<file path="config.mk">
export PLATFORM = sky130hd
export DESIGN_NAME = range_horizontal_projection
export DESIGN_NICKNAME = d
export VERILOG_FILES = /design/src/hdl/rhp_pkg.sv /design/src/hdl/rhp_front.sv /design/src/hdl/rhp_cordic_cell.sv /design/src/hdl/rhp_back.sv /design/src/hdl/range_horizontal_projection.sv
export SDC_FILE = /design/constraint.sdc
export NUM_CORES = 2
export LEC_CHECK = 0
export BUFFER_PORTS_ARGS = -buffer_cell sky130_fd_sc_hd__buf_2
export CAP_MARGIN = 15
export CORE_UTILIZATION = 35
export DETAILED_ROUTE_END_ITERATION = 16
export GPL_TIMING_DRIVEN = 0
export PLACE_DENSITY = 0.45
export SYNTH_ARGS = -nofsm -noshare
export SYNTH_HDL_FRONTEND = slang
export SYNTH_HIERARCHICAL = 1
export SYNTH_SLANG_ARGS = --single-unit
</file>
<file path="constraint.sdc">
create_clock -name i_clk -period 18.2 [get_ports i_clk]
set_clock_uncertainty 0.05 [all_clocks]
set_input_delay 3.64 -clock i_clk [delete_from_list [all_inputs] [get_ports i_clk]]
set_output_delay 3.64 -clock i_clk [all_outputs]
set_load 0.03 [all_outputs]
</file>
<file path="src/hdl/rhp_pkg.sv">
// shared constants, control word type and arctangent table for the horizontal projection
package rhp_pkg;

    localparam int ITERATIONS_DEF = 18;
    localparam int RANGE_BITS_DEF = 16;

    localparam int ANGLE_W = 9;
    localparam int RANGE_W = 16;
    localparam int OUT_W   = 17;
    localparam int DEG_W   = 7;
    localparam int Z_W     = 19;
    localparam int XY_W    = 20;
    localparam int COS_W   = 17;

    localparam int ONE_Q16      = 65536;
    localparam int CORDIC_GAIN  = 39797;
    localparam int DEG_TO_RAD   = 74961321;
    localparam int ROUND_HALF   = 32768;
    localparam int HALF_TURN    = 180;
    localparam int QUARTER_TURN = 90;

    typedef struct packed {
        logic               valid;
        logic               zero_ang;
        logic               right_ang;
        logic               negative;
        logic [RANGE_W-1:0] range;
    } t_ctl;

    // round(atan(2^-i) * 2^16)
    function automatic logic signed [Z_W-1:0] atan_q16(input int idx);
        logic signed [Z_W-1:0] v;
        case (idx)
            0:       v = Z_W'(51472);
            1:       v = Z_W'(30386);
            2:       v = Z_W'(16055);
            3:       v = Z_W'(8150);
            4:       v = Z_W'(4091);
            5:       v = Z_W'(2047);
            6:       v = Z_W'(1024);
            7:       v = Z_W'(512);
            8:       v = Z_W'(256);
            9:       v = Z_W'(128);
            10:      v = Z_W'(64);
            11:      v = Z_W'(32);
            12:      v = Z_W'(16);
            13:      v = Z_W'(8);
            14:      v = Z_W'(4);
            15:      v = Z_W'(2);
            16:      v = Z_W'(1);
            default: v = '0;
        endcase
        return v;
    endfunction

endpackage

</file>
<file path="src/hdl/rhp_front.sv">
// input cell: angle limit, quadrant fold and degree to radian conversion
module rhp_front (
    input  logic                                i_clk,
    input  logic                                i_rst_n,
    input  logic                                i_start,
    input  logic signed [rhp_pkg::ANGLE_W-1:0]  i_angle_deg,
    input  logic        [rhp_pkg::RANGE_W-1:0]  i_range_cm,
    output rhp_pkg::t_ctl                       o_ctl,
    output logic signed [rhp_pkg::XY_W-1:0]     o_x,
    output logic signed [rhp_pkg::XY_W-1:0]     o_y,
    output logic signed [rhp_pkg::Z_W-1:0]      o_z
);
    import rhp_pkg::*;

    localparam int PROD_W = 35;

    logic signed [ANGLE_W-1:0] sat;
    logic signed [ANGLE_W-1:0] neg_sat;
    logic        [7:0]         abs_deg;
    logic        [DEG_W-1:0]   deg;
    logic                      fold;
    logic        [PROD_W-1:0]  prod;

    t_ctl                  r_ctl;
    logic signed [Z_W-1:0] r_z;
    t_ctl                  n_ctl;
    logic signed [Z_W-1:0] n_z;

    always_comb begin
        if (i_angle_deg < -ANGLE_W'(HALF_TURN)) begin
            sat = -ANGLE_W'(HALF_TURN);
        end else if (i_angle_deg > ANGLE_W'(HALF_TURN)) begin
            sat = ANGLE_W'(HALF_TURN);
        end else begin
            sat = i_angle_deg;
        end
        neg_sat = -sat;
        abs_deg = sat[ANGLE_W-1] ? neg_sat[7:0] : sat[7:0];
        fold    = abs_deg > 8'(QUARTER_TURN);
        deg     = fold ? DEG_W'(8'(HALF_TURN) - abs_deg) : abs_deg[DEG_W-1:0];
        // q32 radians per degree, rounded back to q16
        prod    = PROD_W'(deg) * PROD_W'(DEG_TO_RAD) + PROD_W'(ROUND_HALF);
        n_z     = prod[PROD_W-1:16];

        n_ctl.valid     = i_start;
        n_ctl.zero_ang  = deg == '0;
        n_ctl.right_ang = deg == DEG_W'(QUARTER_TURN);
        n_ctl.negative  = fold;
        n_ctl.range     = i_range_cm;
    end

    always_ff @(posedge i_clk) begin
        if (!i_rst_n) begin
            r_ctl <= '0;
        end else begin
            r_ctl <= n_ctl;
        end
        r_z <= n_z;
    end

    assign o_ctl = r_ctl;
    assign o_z   = r_z;
    assign o_x   = XY_W'(CORDIC_GAIN);
    assign o_y   = '0;

endmodule

</file>
<file path="src/hdl/rhp_cordic_cell.sv">
// one rotation step of the cordic chain
module rhp_cordic_cell #(
    parameter int IDX = 0
) (
    input  logic                             i_clk,
    input  logic                             i_rst_n,
    input  rhp_pkg::t_ctl                    i_ctl,
    input  logic signed [rhp_pkg::XY_W-1:0]  i_x,
    input  logic signed [rhp_pkg::XY_W-1:0]  i_y,
    input  logic signed [rhp_pkg::Z_W-1:0]   i_z,
    output rhp_pkg::t_ctl                    o_ctl,
    output logic signed [rhp_pkg::XY_W-1:0]  o_x,
    output logic signed [rhp_pkg::XY_W-1:0]  o_y,
    output logic signed [rhp_pkg::Z_W-1:0]   o_z
);
    import rhp_pkg::*;

    localparam logic signed [Z_W-1:0] ANGLE_STEP = atan_q16(IDX);

    logic signed [XY_W-1:0] xs;
    logic signed [XY_W-1:0] ys;
    logic signed [XY_W-1:0] n_x;
    logic signed [XY_W-1:0] n_y;
    logic signed [Z_W-1:0]  n_z;

    t_ctl                   r_ctl;
    logic signed [XY_W-1:0] r_x;
    logic signed [XY_W-1:0] r_y;
    logic signed [Z_W-1:0]  r_z;

    always_comb begin
        xs = i_x >>> IDX;
        ys = i_y >>> IDX;
        if (!i_z[Z_W-1]) begin
            n_x = i_x - ys;
            n_y = i_y + xs;
            n_z = i_z - ANGLE_STEP;
        end else begin
            n_x = i_x + ys;
            n_y = i_y - xs;
            n_z = i_z + ANGLE_STEP;
        end
    end

    always_ff @(posedge i_clk) begin
        if (!i_rst_n) begin
            r_ctl <= '0;
        end else begin
            r_ctl <= i_ctl;
        end
        r_x <= n_x;
        r_y <= n_y;
        r_z <= n_z;
    end

    assign o_ctl = r_ctl;
    assign o_x   = r_x;
    assign o_y   = r_y;
    assign o_z   = r_z;

endmodule

</file>
<file path="src/hdl/rhp_back.sv">
// output cells: cosine clamp, range multiply and sign fix
module rhp_back #(
    parameter int RANGE_BITS = rhp_pkg::RANGE_BITS_DEF
) (
    input  logic                             i_clk,
    input  logic                             i_rst_n,
    input  rhp_pkg::t_ctl                    i_ctl,
    input  logic signed [rhp_pkg::XY_W-1:0]  i_x,
    output logic                             o_valid,
    output logic signed [rhp_pkg::OUT_W-1:0] o_horizontal_cm
);
    import rhp_pkg::*;

    localparam int RW     = (RANGE_BITS < RANGE_W) ? RANGE_BITS : RANGE_W;
    localparam int PROD_W = RW + COS_W;

    logic [COS_W-1:0]  n_cos;
    logic [PROD_W-1:0] prod;
    logic [OUT_W-1:0]  mag_ext;

    t_ctl              r_ctl;
    logic [COS_W-1:0]  r_cos;
    logic              r_mag_valid;
    logic              r_mag_neg;
    logic [RW:0]       r_mag;
    logic              r_valid;
    logic [OUT_W-1:0]  r_out;

    always_comb begin
        if (i_ctl.zero_ang) begin
            n_cos = COS_W'(ONE_Q16);
        end else if (i_ctl.right_ang || i_x[XY_W-1]) begin
            n_cos = '0;
        end else if (i_x > XY_W'(ONE_Q16)) begin
            n_cos = COS_W'(ONE_Q16);
        end else begin
            n_cos = i_x[COS_W-1:0];
        end
        prod    = PROD_W'(r_ctl.range[RW-1:0]) * PROD_W'(r_cos);
        mag_ext = OUT_W'(r_mag);
    end

    always_ff @(posedge i_clk) begin
        if (!i_rst_n) begin
            r_ctl       <= '0;
            r_mag_valid <= 1'b0;
            r_valid     <= 1'b0;
        end else begin
            r_ctl       <= i_ctl;
            r_mag_valid <= r_ctl.valid;
            r_valid     <= r_mag_valid;
        end
        r_cos     <= n_cos;
        r_mag_neg <= r_ctl.negative;
        r_mag     <= prod[PROD_W-1:16];
        r_out     <= r_mag_neg ? -mag_ext : mag_ext;
    end

    assign o_valid         = r_valid;
    assign o_horizontal_cm = r_out;

endmodule

</file>
<file path="src/hdl/range_horizontal_projection.sv">
// top level: horizontal component of a range reading, range times cosine of tilt
//
// Input channel: a word (i_angle_deg, i_range_cm) is taken at a rising edge with
// start high and busy low. busy stays low, so a word may be given every cycle.
// Output channel: o_horizontal_cm is shown for exactly one cycle with o_valid
// high; the receiver has no way to hold it off and must take it then.
// Each word is registered in the angle fold and radian conversion cell, then
// in each cordic cell of the rotation chain, then in the cosine clamp, the
// range multiply and the sign fix.
// Throughput is one word per cycle; every cell of the chain takes a new word
// each clock, so the figure is set by the chain advancing every cycle.
// Results leave in the order the words came in.
// Reset (synchronous, active low) clears every valid flag in the chain: words
// in flight are dropped and no result follows until new words are taken.
// Only the low RANGE_BITS bits of the range are used.
module range_horizontal_projection #(
    parameter int ITERATIONS = rhp_pkg::ITERATIONS_DEF,
    parameter int RANGE_BITS = rhp_pkg::RANGE_BITS_DEF
) (
    input  logic                               i_clk,
    input  logic                               i_rst_n,
    input  logic                               start,
    output logic                               busy,
    input  logic signed [rhp_pkg::ANGLE_W-1:0] i_angle_deg,
    input  logic        [rhp_pkg::RANGE_W-1:0] i_range_cm,
    output logic                               o_valid,
    output logic signed [rhp_pkg::OUT_W-1:0]   o_horizontal_cm
);
    import rhp_pkg::*;

    localparam int LATENCY = ITERATIONS + 4;

    t_ctl                   chain_ctl [ITERATIONS+1];
    logic signed [XY_W-1:0] chain_x   [ITERATIONS+1];
    logic signed [XY_W-1:0] chain_y   [ITERATIONS+1];
    logic signed [Z_W-1:0]  chain_z   [ITERATIONS+1];

    assign busy = 1'b0;

    rhp_front u_front (
        .i_clk       (i_clk),
        .i_rst_n     (i_rst_n),
        .i_start     (start),
        .i_angle_deg (i_angle_deg),
        .i_range_cm  (i_range_cm),
        .o_ctl       (chain_ctl[0]),
        .o_x         (chain_x[0]),
        .o_y         (chain_y[0]),
        .o_z         (chain_z[0])
    );

    for (genvar g = 0; g < ITERATIONS; g++) begin : g_cell
        rhp_cordic_cell #(
            .IDX (g)
        ) u_cell (
            .i_clk   (i_clk),
            .i_rst_n (i_rst_n),
            .i_ctl   (chain_ctl[g]),
            .i_x     (chain_x[g]),
            .i_y     (chain_y[g]),
            .i_z     (chain_z[g]),
            .o_ctl   (chain_ctl[g+1]),
            .o_x     (chain_x[g+1]),
            .o_y     (chain_y[g+1]),
            .o_z     (chain_z[g+1])
        );
    end

    rhp_back #(
        .RANGE_BITS (RANGE_BITS)
    ) u_back (
        .i_clk           (i_clk),
        .i_rst_n         (i_rst_n),
        .i_ctl           (chain_ctl[ITERATIONS]),
        .i_x             (chain_x[ITERATIONS]),
        .o_valid         (o_valid),
        .o_horizontal_cm (o_horizontal_cm)
    );

    // every result traces back to an input word taken with start high
    a_latency : assert property (@(posedge i_clk) disable iff (!i_rst_n)
        o_valid |-> $past(start, LATENCY))
        else $error("result without a matching input word");

    // a zero range gives zero whatever the angle
    a_zero_range : assert property (@(posedge i_clk) disable iff (!i_rst_n)
        (o_valid && $past(i_range_cm, LATENCY) == '0) |-> o_horizontal_cm == '0)
        else $error("non-zero result for zero range");

    // straight up or down has no horizontal component
    a_right_angle : assert property (@(posedge i_clk) disable iff (!i_rst_n)
        (o_valid && ($past(i_angle_deg, LATENCY) == ANGLE_W'(QUARTER_TURN) ||
                     $past(i_angle_deg, LATENCY) == -ANGLE_W'(QUARTER_TURN)))
        |-> o_horizontal_cm == '0)
        else $error("non-zero result at a right angle");

    // the magnitude stays below 2^16, so the result never takes the most negative value
    a_bound : assert property (@(posedge i_clk) disable iff (!i_rst_n)
        o_valid |-> o_horizontal_cm != {1'b1, {(OUT_W-1){1'b0}}})
        else $error("result out of range");

endmodule
</file>
==> flow_metrics.tcl <==
set metrics [dict create \
    track_usage 0.178 \
    avgSynthCellArea_um2 9.03 \
    worstMarginPinSlew_ns 1.15 \
    fp.dieArea_um2 285000 \
    r2r_start "u_back/r_ctl[9]" \
    cp.arrival_ns 12.56 \
    criticalPathCategory "primary input to flop" \
    ios 47 \
    cts_root_buf "clkbuf_16" \
    ys_warn_count 6 \
    worst_setup_hold_path_clk_slew_ns 0.06 \
    hpwl_um 210000 \
    reg2reg_slack_ns 11.23 \
    syn_area_um2 98900 \
    place_congestion 0.879 \
    wire_per_inst_um 17.1 \
    r2r_cells 20 \
    cts_tree "done" \
    critical_path.reg2reg.endpoint "u_back/mag_ext[12]" \
    numClockSinks 1457 \
    dr.pass1.iters 6 \
    fmax_ghz 0.0842 \
    worstHoldPathCells 0 \
    min_path_type "flop to flop" \
    antenna_found_initial 2 \
    route.detailed.drc 0 \
    critPathMaxFanout 10 \
    rows 194 \
    period_needed_ns 11.88 \
    routed_wl_um 258000 \
    max_slew_margin 0.231 \
    finalHoldViolCount 0 \
    synthCells 10900 \
    ant_nets 0 \
    core_um2 280000 \
    cts_max_level 4 \
    cp-start-kind "primary input" \
    clk_path_buf_depth 4 \
    cts_buffers 178 \
    cpMostUsedCell "a21o_1" \
    routed_via_density 5.07 \
    dpl.cell_count 14800 \
    drt_first_iter_violations 3811 \
    rsz0062_at_grt "false" \
    area_growth_pct 11.2 \
    start_util 0.353 \
    clkLatencyLatePin_ns 0.86 \
    fp.dieH_um 534 \
    portBuffers 42 \
    min_from "g_cell[6].u_cell/o_z[6]" \
    die_x_um 534 \
    finalSetupTns_ns 0 \
    layout-drive-gt1-share 0.0618 \
    hold_buffers 0 \
    crit_slowest_cell "fa_1" \
    grt_pass1_vias 76900 \
    slew_violations 0 \
    fin_nets 12700 \
    grt_max_degree 41 \
    grt_overflow_total 0 \
    post_cts_buffers 0 \
    setup_viol 0 \
    crit_required_ns 18.89 \
    grt_pass1_wl_um 414000 \
    num_vias 76400 \
    instances_no_fill 15100 \
    cts_resized 0 \
    cp_slowest_stage_delay_ns 0.65 \
    end_kind "flop" \
    status "completed" \
    hold_path_end "g_cell[7].u_cell/o_z[6]" \
    cap_violations 0 \
    fin_crit_sh 0.653 \
]
## area by class of cell
type	instances	area, µm²
diodes	1	2.50
plain buffers	299	1410
flip-flops and latches	1457	29200
fillers	28200	170000
multi-input cells	8449	65500
inverters	782	2940
repair buffers	44	230
clock buffers	235	5060
clock inverters	77	995
well taps	3724	4660
## cell usage in the layout, fill, tap and decap left out, types with 129 or more instances in the layout
cell type  instances
and2_1           582
a21o_1           331
nand3_1          146
clkbuf_16        179
nor3_1           191
clkbuf_1         217
fa_1             296
a211oi_1         129
dfxtp_1         1457
xnor2_1          697
xor2_1           384
nand2_1          631
o21ai_0          434
inv_1            778
nor2_1           693
ha_1            1186
a21oi_1          901
## worst max-delay path, delay by kind of cell
kind / cells / cell delay [ns]
compound gates: 17 / 3.60
fa+ha+maj: 7 / 2.81
simple gates: 6 / 0.91
buf+inv: 6 / 0.87
xor+xnor: 2 / 0.56
mux: 1 / 0.16
## registers in the layout, summed over array words and instances (netlist names)
| name | flops |
|---|---|
| g_cell.u_cell/o_ctl | 360 |
| g_cell.u_cell/o_x | 360 |
| g_cell.u_cell/o_y | 322 |
| g_cell.u_cell/o_z | 305 |
| u_front/o_ctl | 20 |
| u_back/r_ctl | 18 |
| u_front/o_z | 18 |
| u_back/mag_ext | 17 |
| u_back/o_horizontal_cm | 17 |
| u_back/r_cos | 17 |
| u_back/o_valid | 1 |
| u_back/r_mag_neg | 1 |
| u_back/r_mag_valid | 1 |
## worst max path at each step
| stage | end | cells past startpoint | slack, ns | from |
|---|---|---|---|---|
| after CTS | u_front/o_z[14] | 40 | 6.33 | i_angle_deg[7] |
| after global placement | u_front/o_z[14] | 40 | 5.38 | i_angle_deg[7] |
| after floorplan | u_front/o_z[14] | 39 | 6.85 | i_angle_deg[3] |
| final | u_front/o_z[14] | 39 | 6.32 | i_angle_deg[7] |
| after global routing | u_front/o_z[14] | 40 | 5.69 | i_angle_deg[7] |
| after detailed placement | u_front/o_z[15] | 39 | 5.39 | i_angle_deg[7] |
## metal layers
layer  routed length, µm  vias up  track usage  part of all wire
met4                7430        0       0.0503             0.029
li1                    -    38900            -                 -
met1              121000    36000        0.231              0.47
met3                7620      391       0.0192             0.030
met5                   0        -            0                 0
met2              122000     1193        0.309              0.47
## metrics by stage
| stage | worst slack [ns] | hold WS [ns] | area [µm²] | utilization |
|---|---|---|---|---|
| after floorplan | 6.85 | 0.260 | 99000 | - |
| after global placement | 5.38 | 0.263 | 104000 | 0.371 |
| after detailed placement | 5.39 | 0.262 | 104000 | 0.371 |
| after CTS | 6.33 | 0.258 | 110000 | 0.393 |
| after global routing | 5.69 | 0.269 | 110000 | 0.393 |
| final | 6.32 | 0.262 | 110000 | 0.393 |
Power is left out: the tool's default activity adds up to more than one toggle a clock period on the data nets, which glitch-free logic cannot reach.
